File: config.mk
export PLATFORM = sky130hd
export DESIGN_NAME = ctlc_ctrl
export DESIGN_NICKNAME = d
export VERILOG_FILES = /design/src/design/ctlc_pkg.sv /design/src/design/ctlc_ctrl.sv
export SDC_FILE = /design/constraint.sdc
export NUM_CORES = 1
export LEC_CHECK = 0
export CORE_UTILIZATION = 50
export DETAILED_ROUTE_END_ITERATION = 8
export DONT_BUFFER_PORTS = 1
export PLACE_DENSITY = 0.72
export SLEW_MARGIN = 20
export SYNTH_ARGS = -nofsm -noshare
export SYNTH_HDL_FRONTEND = slang
export SYNTH_SLANG_ARGS = --single-unit
File: constraint.sdc
create_clock -name clk_i -period 2.86 [get_ports clk_i]
set_clock_uncertainty 0.15 [all_clocks]
set_input_delay 0.858 -clock clk_i [delete_from_list [all_inputs] [get_ports clk_i]]
set_output_delay 0.858 -clock clk_i [all_outputs]
set_load 0.02 [all_outputs]
File: src/design/ctlc_pkg.sv
// Shared types, codes and defaults of the centroid tracker line counter.
`default_nettype none
package ctlc_pkg;

  localparam int unsigned TRACK_SLOTS_DEF = 32;
  localparam int unsigned FRAME_DET_DEF   = 32;
  localparam int unsigned COORD_BITS_DEF  = 12;

  localparam int unsigned CFG_DATA_W = 12;
  localparam int unsigned CFG_ADDR_W = 2;

  localparam logic [CFG_ADDR_W-1:0] CFG_LINE       = 2'd0;
  localparam logic [CFG_ADDR_W-1:0] CFG_MAX_MISSED = 2'd1;
  localparam logic [CFG_ADDR_W-1:0] CFG_RADIUS     = 2'd2;

  localparam logic [11:0] LINE_RST   = 12'd320;
  localparam logic [7:0]  MISSED_RST = 8'd30;
  localparam logic [11:0] RADIUS_RST = 12'd50;

  localparam logic [7:0] MISSED_MAX   = 8'd255;
  localparam logic [7:0] PERSON_CLASS = 8'd0;

  typedef enum logic [1:0] {
    ACT_DETECT    = 2'd0,
    ACT_FRAME_END = 2'd1,
    ACT_CLEAR     = 2'd2,
    ACT_UNUSED    = 2'd3
  } action_e;

  typedef struct packed {
    logic det_load;
    logic clear_all;
    logic frame_start;
    logic min_rd;
    logic min_cmp;
    logic match_start;
    logic mt_rec;
    logic c_rd;
    logic c_diff;
    logic c_mul;
    logic c_cmp;
    logic mt_wb;
    logic nw_init;
    logic nw_rd;
    logic nw_free;
    logic cr_rd;
    logic cr_chk;
    logic result_load;
  } ctlc_cmd_t;

  typedef struct packed {
    logic best_found;
    logic idx_last;
    logic cand_end;
    logic cand_taken;
    logic slot_full;
    logic slot_free;
    logic out_free;
  } ctlc_status_t;

endpackage
`default_nettype wire

File: src/design/ctlc_ctrl.sv
// Controller state machine that sequences detection loads, clears and the frame-end passes.
`default_nettype none
module ctlc_ctrl (
  input  wire logic                   clk_i,
  input  wire logic                   rst_ni,
  input  wire logic                   in_valid_i,
  input  wire logic [1:0]             action_i,
  output logic                        in_ready_o,
  input  wire ctlc_pkg::ctlc_status_t status_i,
  output ctlc_pkg::ctlc_cmd_t         cmd_o
);
  import ctlc_pkg::*;

  typedef enum logic [14:0] {
    S_IDLE    = 15'b000000000000001,
    S_MIN_RD  = 15'b000000000000010,
    S_MIN_CMP = 15'b000000000000100,
    S_MIN_END = 15'b000000000001000,
    S_MT_REC  = 15'b000000000010000,
    S_C_RD    = 15'b000000000100000,
    S_C_DIFF  = 15'b000000001000000,
    S_C_MUL   = 15'b000000010000000,
    S_C_CMP   = 15'b000000100000000,
    S_MT_WB   = 15'b000001000000000,
    S_NW_RD   = 15'b000010000000000,
    S_NW_FREE = 15'b000100000000000,
    S_CR_RD   = 15'b001000000000000,
    S_CR_CHK  = 15'b010000000000000,
    S_RESULT  = 15'b100000000000000
  } state_e;

  state_e state_q, state_d;
  logic   accept;

  assign in_ready_o = state_q == S_IDLE;
  assign accept     = in_ready_o && in_valid_i;

  always_comb begin
    state_d = state_q;
    cmd_o   = '0;
    unique case (state_q)
      S_IDLE: begin
        if (accept) begin
          unique case (action_i)
            ACT_DETECT: cmd_o.det_load = 1'b1;
            ACT_CLEAR:  cmd_o.clear_all = 1'b1;
            ACT_FRAME_END: begin
              cmd_o.frame_start = 1'b1;
              state_d           = S_MIN_RD;
            end
            default: ;
          endcase
        end
      end
      S_MIN_RD: begin
        cmd_o.min_rd = 1'b1;
        state_d      = S_MIN_CMP;
      end
      S_MIN_CMP: begin
        cmd_o.min_cmp = 1'b1;
        state_d       = status_i.idx_last ? S_MIN_END : S_MIN_RD;
      end
      S_MIN_END: begin
        if (status_i.best_found) begin
          cmd_o.match_start = 1'b1;
          state_d           = S_MT_REC;
        end else begin
          cmd_o.nw_init = 1'b1;
          state_d       = S_NW_RD;
        end
      end
      S_MT_REC: begin
        cmd_o.mt_rec = 1'b1;
        state_d      = S_C_RD;
      end
      S_C_RD: begin
        if (status_i.cand_end) begin
          state_d = S_MT_WB;
        end else begin
          cmd_o.c_rd = 1'b1;
          state_d    = S_C_DIFF;
        end
      end
      S_C_DIFF: begin
        cmd_o.c_diff = 1'b1;
        state_d      = S_C_MUL;
      end
      S_C_MUL: begin
        cmd_o.c_mul = 1'b1;
        state_d     = S_C_CMP;
      end
      S_C_CMP: begin
        cmd_o.c_cmp = 1'b1;
        state_d     = S_C_RD;
      end
      S_MT_WB: begin
        cmd_o.mt_wb = 1'b1;
        state_d     = S_MIN_RD;
      end
      S_NW_RD: begin
        if (status_i.cand_end) begin
          state_d = S_CR_RD;
        end else begin
          cmd_o.nw_rd = 1'b1;
          if (!status_i.cand_taken) state_d = S_NW_FREE;
        end
      end
      S_NW_FREE: begin
        cmd_o.nw_free = 1'b1;
        if (status_i.slot_full || status_i.slot_free) state_d = S_NW_RD;
      end
      S_CR_RD: begin
        cmd_o.cr_rd = 1'b1;
        state_d     = S_CR_CHK;
      end
      S_CR_CHK: begin
        cmd_o.cr_chk = 1'b1;
        state_d      = status_i.idx_last ? S_RESULT : S_CR_RD;
      end
      S_RESULT: begin
        if (status_i.out_free) begin
          cmd_o.result_load = 1'b1;
          state_d           = S_IDLE;
        end
      end
      default: state_d = S_IDLE;
    endcase
  end

  always_ff @(posedge clk_i or negedge rst_ni) begin
    if (!rst_ni) begin
      state_q <= S_IDLE;
    end else begin
      state_q <= state_d;
    end
  end

endmodule
`default_nettype wire

* Word level (Yosys, flattened, before mapping)
Index checks and enable logic that the tools add are counted.
** Storage, ports and cells
- Flip-flop bits (word level) :: 15
- Bits in latches :: 0
- Memory bits (writable) :: 0
- ROM bits :: 0
- Input bits :: 12
- Output and inout port bits :: 19
- Logic and storage cells :: 63
- Memories :: 0
** Operators by class
- Add/sub/neg operators :: 0
- Multipliers :: 0
- Divide/modulo/power cells :: 0
- Magnitude comparators :: 0
- Eq/ne operators :: 22
- Shift operators :: 0
- Mux-type cells :: 35
- Bitwise gates (word level) :: 0
- Reduce and logical (&&, ||, !) cells :: 5
** Operator list (count)
- $pmux 15 s14 :: 1
- $mux 15 :: 7
- $mux 1 :: 22
- $eq 15x1->1 const B :: 1
- $eq 15x10->1 const B :: 1
- $eq 15x11->1 const B :: 1
- $eq 15x12->1 const B :: 1
- $eq 15x13->1 const B :: 1
- $eq 15x14->1 const B :: 1
- $eq 15x15->1 const B :: 1
- $eq 15x2->1 const B :: 1
- $eq 15x3->1 const B :: 1
- $eq 15x4->1 const B :: 1
- $eq 15x5->1 const B :: 1
- $eq 15x6->1 const B :: 1
- $eq 15x7->1 const B :: 1
- $eq 15x8->1 const B :: 1
- $eq 15x9->1 const B :: 1
- $mux 11 :: 1
- $mux 10 :: 1
- $mux 3 :: 2
- $reduce_and 5->1 :: 1
- $mux 4 :: 1
- $ne 2x1->1 const B :: 2
- other kinds (8) :: 9

* Logic depth before layout (Yosys ltp)
Gate-level depths: netlist of the first run.
- Word-level depth :: 4
- Depth in mapped cells :: 6

* Least setup slack after synthesis of the first run
Ideal clock, no wire load.
- Kind :: flip-flop to output port
- From :: register state_q[0]
- To :: output port cmd_o[17] in the netlist's numbering
- Data arrival time :: 1751 ps
- Data required time :: 1852 ps
- Slack :: 101 ps
- Stages on the path, launching flop included :: 4
- Path buffers :: 0
- Cell sequence :: dfstp_2 nor4b_1 nand4_1 nor4b_1
** RTL lines
- start: declaration :: line ctlc_ctrl.sv:32 : state_e state_q, state_d;
- start signal: assignment :: line ctlc_ctrl.sv:134 : state_q <= state_d;
- end: declaration :: line ctlc_ctrl.sv:10 : output ctlc_pkg::ctlc_cmd_t cmd_o

==> results of run 1 <==
## cells in the mapped netlist, drive strengths merged (2+ instances only)
cell type   n
o21ai       2
buf         7
nand2       4
nor4b       8
nand3       4
and2        3
nor3        5
nand4       8
xor2        2
nor4        3
nor3b       7
and3        5
inv         8
dfrtp      14
o32ai       2
nor2       10
and4        3
## layer usage
metal  vias up  global-route usage (%)
met5         -                       0
met4         0                   9.444
met3         8                   7.407
met2        69                   37.33
met1       522                   31.25
li1        489                       -
## power groups by stage
stage	Combinational, mW	Clock, mW	Sequential (mW)
6_report	0.380	0.130	0.280
5_1_grt	0.411	0.146	0.285
4_1_cts	0.292	0.128	0.275
3_5_place_dp	0.277	0	0.276
3_3_place_gp	0.274	0	0.274
2_1_floorplan	0.227	0	0.257
## layout make-up
cell class	instances	area (sq um)	area share (%)
clock buffers	3	22.52	1.579
clock inverters	1	5.005	0.3509
inverters	8	30.03	2.105
multi-input cells	83	703.2	49.30
flip-flops and latches	15	382.9	26.84
well taps	27	33.78	2.368
repair buffers	31	249.0	17.46
## logic make-up (layout without fill, tap and decap cells)
kind of cell,Yosys count,in the layout,synth area share [%]
and+or+nand+nor,66,66,43.61
buffers and inverters,15,43,6.331
AOI/OAI and AO/OA,14,14,12.31
xor gates and xnor gates,3,3,2.462
DFF,15,15,35.29
## how the worst min path moves through the flow
| stage | from | slack (ns) | endpoint | cells past startpoint |
|---|---|---|---|---|
| 4_1_cts | rst_ni | 0.09 | state_q[3]$_DFFE_PN0P_ | 0 |
| 2_1_floorplan | state_q[13]$_DFFE_PN0P_ | 0.35 | state_q[13]$_DFFE_PN0P_ | 1 |
| 6_report | rst_ni | 0.09 | state_q[1]$_DFFE_PN0P_ | 0 |
| 5_1_grt | rst_ni | 0.05 | state_q[3]$_DFFE_PN0P_ | 0 |
| 3_3_place_gp | state_q[13]$_DFFE_PN0P_ | 0.38 | state_q[13]$_DFFE_PN0P_ | 1 |
| 3_5_place_dp | state_q[13]$_DFFE_PN0P_ | 0.39 | state_q[13]$_DFFE_PN0P_ | 1 |
## what timing repair did
action | in CTS | in global routing
setup endpoints to repair | 4 | 12
gates resized for setup | 4 | 17
pin swaps | 1 | 5
buffers inserted | 1 | 15
==> summary.md, run 1 <==
| Metric | Value |
|---|---|
| Pint | 0.4665 mW |
| FP Rows | 16 |
| Hpwl dp | 1910 microns |
| Post-synth cell types | 43 |
| Switching share of power | 40.95% |
| Initial antenna violation count | 0 |
| Clock slew at reported path FFs | 0.10 ns |
| Global-route wire length before repair | 3760 microns |
| Buf/Inv on CP | 2 |
| CP Max Fanout | 6 |
| Fin nets | 154 |
| Slowest library cell on the worst path | dfrtp_1 |
| Syn nets | 125 |
| Die outline height | 48.20 microns |
| Max layer used | met4 |
| Slowest stage delay, CP | 0.43 ns |
| Maxcap violations | 0 |
| Via density | 6.476 |
| Largest area contributor in the netlist | dfrtp_1 |
| Clk buf depth | 2 |
| M1 WL | 1163 microns |
| ANT nets after route | 0 |
| Diodes inserted | 0 |
| # H-tree levels | 1 |
| Crit path time final | 2.856 ns |
| Layout cells sized above 1 | 43.97% |
| Routed Wire Length | 2864 microns |
| Net switching power | 0.3235 mW |
| Root buf cell | clkbuf_4 |
| DRT iter0 DRCs | 54 |
| Cell mode on critical path | buf_4 |
| Core ar. | 1982 sq um |
| Largest net degree at the start of global routing | 16 |
| Max reg flops | 15 |
| Clk pwr share | 16.4% |
| Main area contributors after synthesis | dfrtp_1 33%, nor4b_1 6.6%, nand4_1 4.7%, nor3b_1 4.2%, nor2_1 3.5% |
| Worst setup margin | 0.003731 ns |
| Final non-filler cell total | 168 |
| Leading cell types in the layout, fill and taps excluded | 29 x buf_4, 10 x nor2_1, 9 x dfrtp_1 |
| P_leak | 0.6552 nW |
| Placed cell count | 148 |
| Worst setup EP type | output pin |
| Number of synthesized flops with an enable pin | 0 |
| Pre-CTS WS | 0.2691 ns |
| Combinational fraction of design power | 48.1% |
| Top Registers | state_q x15 |
| Sink Count | 15 |
| Area Growth Syn to Fin | 33.65% |
| Critical Path RT | 1.85 ns |
| Detail Route met2 WL | 1405 microns |
| Peak Freq | 350.1 MHz |
| Core Util, Final | 71.97% |
| Met3 wire len | 240 microns |
| Syn Area/Cell | 9.445 sq um |
| Flop pwr share | 35.4% |
| Vias | 1088 |
| Die W | 48.20 microns |
| Setup_tns | 0 ns |
| Post-synthesis register bit count | 15 |
| Final Hold Fails | 0 |
| Initial Utilization | 53.85% |
| Worst path depth | 5 |
| Fin Hold WS | 0.08560 ns |
| Wire per inst | 17.05 microns |
| Most used DFF post-synth | dfrtp_1 |
| Worst Setup Start Kind | flop |
| Number of global-route vias before repair | 846 |
| Maximum vdd drop | 0.0003673 V |
| Fillers | 138 |
| Grt ovf | 0 |
| Hold-fix buffers, CTS | 0 |
| IO Pins | 31 |
| Post-DP Area | 1176 sq um |
| Cell chain of the critical path | nor4_2 -> buf_4 -> nand4_1 -> nor4b_2 -> buf_4 |
| Slew margin rel. | 75.36% |
| Drt first pass iters | 4 |
| Tot Pwr | 0.7900 mW |
| Port bufs | 0 |
| Worst r2r src | state_q[9]$_DFFE_PN0P_ |
| Slew @ Worst Pin | 0.3686 ns |
| Synth top area share | 32.83% |
| Yosys warning total | 0 |
| Final period utilization | 99.87% |
| # DRC | 0 |
| Syn Inst Count | 113 |
| Gr usage total | 24.06% |
| Register-to-register path setup slack | 0.87 ns |
| Worst Hold Class | primary input to async pin |
| GPL Wtd Cong | 0.8337 |
| Mapped cell area | 1067 sq um |
| CTS tree | done |
| Status | completed |
| Largest delay share family, worst path | simple AND/OR/NAND/NOR gates |
| Critical Path Start | state_q[9]$_DFFE_PN0P_ |
| Post-route cell area | 1426 sq um |
| Commonest non-fill, non-tap cell in the layout | buf_4 |
| Full die area | 2323 sq um |
| Later-pin clock latency in the skew report | 0.30 ns |
| PwrDens | 553.8 nW/um^2 |
| Most flop-heavy register | state_q |
| Cells on worst reg2reg path | 7 |
| Fraction of registers with async set/reset | 100.0% |
| Final Setup Violations | 0 |
| Sequential share of the synthesized area | 35.29% |
| Total CTS buffers | 3 |
| Worst EP arrival | 1.85 ns |
| CP Capture Point | cmd_o[17] |
| Unrepaired setup endpoints after global routing | yes |
| Slew Viols, Final | 0 |
| WS Path Type | flop to output pin |
| Worst reg2reg endpoint | state_q[10]$_DFFE_PN0P_ |
Note: power is estimated with default switching activity, not from simulation.
==> run 2, diff against run 1 <==
==> constraint.sdc (replaced) <==
create_clock -name clk_i -period 2.86 [get_ports clk_i]
set_clock_uncertainty 0.15 [all_clocks]
set_input_delay 0.143 -clock clk_i [delete_from_list [all_inputs] [get_ports clk_i]]
set_output_delay 0.143 -clock clk_i [all_outputs]
set_load 0.02 [all_outputs]
==> summary.md, run 2 (synthesis results as in run 1) <==
| Metric | Value |
|---|---|
| Cell chain of the critical path | nor4_4 -> nand4b_2 -> nor3b_2 -> a21o_1 -> dlygate4sd3_1 |
| Status | completed |
| Hold-fix buffers, CTS | 10 (+10) |
| ANT nets after route | 0 (unchanged) |
| Buf/Inv on CP | 1 (-1) |
| Most flop-heavy register | state_q |
| Port bufs | 0 (unchanged) |
| WS Path Type | flop to flop |
| # H-tree levels | 1 (unchanged) |
| PostCTS Resize Cnt | 0 (-4) |
| Diodes inserted | 0 (unchanged) |
| Top Registers | state_q x15 |
| Max reg flops | 15 (unchanged) |
| IO Pins | 31 (unchanged) |
| Fin nets | 144 (-6.5%) |
| Final Setup Violations | 0 (unchanged) |
| Worst Hold Class | primary input to flop |
| Global-route wire length before repair | 3953 microns (+5.1%) |
| Sink Count | 15 (unchanged) |
| Slew margin rel. | 54.02% (-21 points) |
| Clock slew at reported path FFs | 0.09 ns (about the same) |
| Number of global-route vias before repair | 851 (+0.59%) |
| Final Hold Fails | 0 (unchanged) |
| GPL Wtd Cong | 0.7892 (-5.3%) |
| Later-pin clock latency in the skew report | 0.28 ns (-0.02 ns) |
| Slowest library cell on the worst path | nor4_4 |
| Vias | 979 (-10%) |
| Largest delay share family, worst path | simple AND/OR/NAND/NOR gates |
| Initial antenna violation count | 0 (unchanged) |
| Die W | 48.20 microns (unchanged) |
| CTS tree | done |
| Slew @ Worst Pin | 0.6874 ns (+0.3187 ns) |
| Worst EP arrival | 2.55 ns (+0.70 ns) |
| Maximum vdd drop | 0.0003852 V (+4.9%) |
| Initial Utilization | 53.85% (unchanged) |
| Routed Wire Length | 2641 microns (-7.8%) |
| Unrepaired setup endpoints after global routing | no |
| Hpwl dp | 1878 microns (-1.7%) |
| Final period utilization | 86.60% (-13 points) |
| Peak Freq | 403.8 MHz (+15%) |
| Post-route cell area | 1272 sq um (-11%) |
| Grt ovf | 0 (unchanged) |
| Full die area | 2323 sq um (unchanged) |
| DRT iter0 DRCs | 45 (-17%) |
| Buffer count from post-CTS setup fixing | 0 (-1) |
| Total CTS buffers | 3 (unchanged) |
| Commonest non-fill, non-tap cell in the layout | dfrtp_1 |
| Worst setup EP type | flop |
| Root buf cell | clkbuf_4 |
| Setup_tns | 0 ns (unchanged) |
| Area Growth Syn to Fin | 19.23% |
| Core Util, Final | 64.20% (-7.8 points) |
| CP Max Fanout | 10 (+4) |
| FP Rows | 16 (unchanged) |
| Slowest stage delay, CP | 0.57 ns (+0.14 ns) |
| Crit path time final | 2.477 ns (-0.3796 ns) |
| Leading cell types in the layout, fill and taps excluded | 14 x dfrtp_1, 11 x buf_4, 10 x nor2_1, 10 x dlygate4sd3_1 |
| Worst Setup Start Kind | flop |
| PwrDens | 536.2 nW/um^2 (-3.2%) |
| Slew Viols, Final | 0 (unchanged) |
| Placed cell count | 144 (-2.7%) |
| Clk buf depth | 2 (unchanged) |
| Gr usage total | 24.69% (+0.64 points) |
| Wire per inst | 16.72 microns (-2.0%) |
| Post-DP Area | 1146 sq um (-2.6%) |
| P_leak | 0.5773 nW (-12%) |
| # DRC | 0 (unchanged) |
| Core ar. | 1982 sq um (unchanged) |
| Critical Path RT | 2.94 ns (+1.09 ns) |
| Die outline height | 48.20 microns (unchanged) |
| Largest net degree at the start of global routing | 16 (unchanged) |
| Layout cells sized above 1 | 18.32% (-26 points) |
| Via density | 6.196 (-4.3%) |
| Final non-filler cell total | 158 (-6.0%) |
| Drt first pass iters | 4 (unchanged) |
| Maxcap violations | 0 (unchanged) |
## run 2: changes by cell type in the layout (fill, tap and decap cells not counted), moves of 3 or more
cell	delta
nor4b_1	+4
dfrtp_2	-5
buf_4	-18
dlygate4sd3_1	+10
nor3b_2	-3
nor3b_1	+3
nor4b_2	-3
dfrtp_1	+5
## run 2: worst paths after layout
check / start / to / slack [ns] / depth (start not counted)
worst min-delay path: status_i[0] / state_q[1]$_DFFE_PN0P_ / 0.03 / 2
worst max register to register: state_q[3]$_DFFE_PN0P_ / state_q[14]$_DFFE_PN0P_ / 0.38 / 5
worst max-delay path: state_q[3]$_DFFE_PN0P_ / state_q[14]$_DFFE_PN0P_ / 0.38 / 5
min in group asynchronous: rst_ni / state_q[13]$_DFFE_PN0P_ / 0.19 / 1
max in group asynchronous: rst_ni / state_q[2]$_DFFE_PN0P_ / 1.94 / 1
worst min register to register: state_q[13]$_DFFE_PN0P_ / state_q[13]$_DFFE_PN0P_ / 0.39 / 1
## run 2: final cells by class
type / count / area [sq um]
clock buffer: 4 / 26.28
fill: 158 / 709.4
inverter: 8 / 30.03
multi-input combinational: 83 / 623.1
sequential: 15 / 376.6
tap: 27 / 33.78
timing repair buffer: 21 / 182.7
## run 2: power breakdown
group / internal (mW) / leakage [nW] / total [mW] / switching (mW)
logic: 0.114 / 0.358 / 0.290 / 0.176
registers: 0.234 / 0.205 / 0.273 / 0.0382
clock network: 0.0542 / 0.0150 / 0.120 / 0.0659
total: 0.403 / 0.577 / 0.682 / 0.280
## run 2: per-stage QoR
step                worst slack, ns  total power, mW  hold WS (ns)
floorplan                    0.8159           0.4844       -0.3026
global placement             0.8713           0.5379       -0.3022
detailed placement           0.7855           0.5448       -0.3020
CTS                          0.3542           0.6799       0.02384
global route                 0.2384           0.7227       0.03159
finish                       0.3834           0.6823       0.02658
## run 2: routing by layer
layer  track usage, %  part of all wire [%]  vias up
met2            38.13                    49       45
li1                 -                     -      472
met3            4.444                   5.4        7
met4            6.667                   1.5        0
met1            35.40                    44      455
met5                0                     0        -
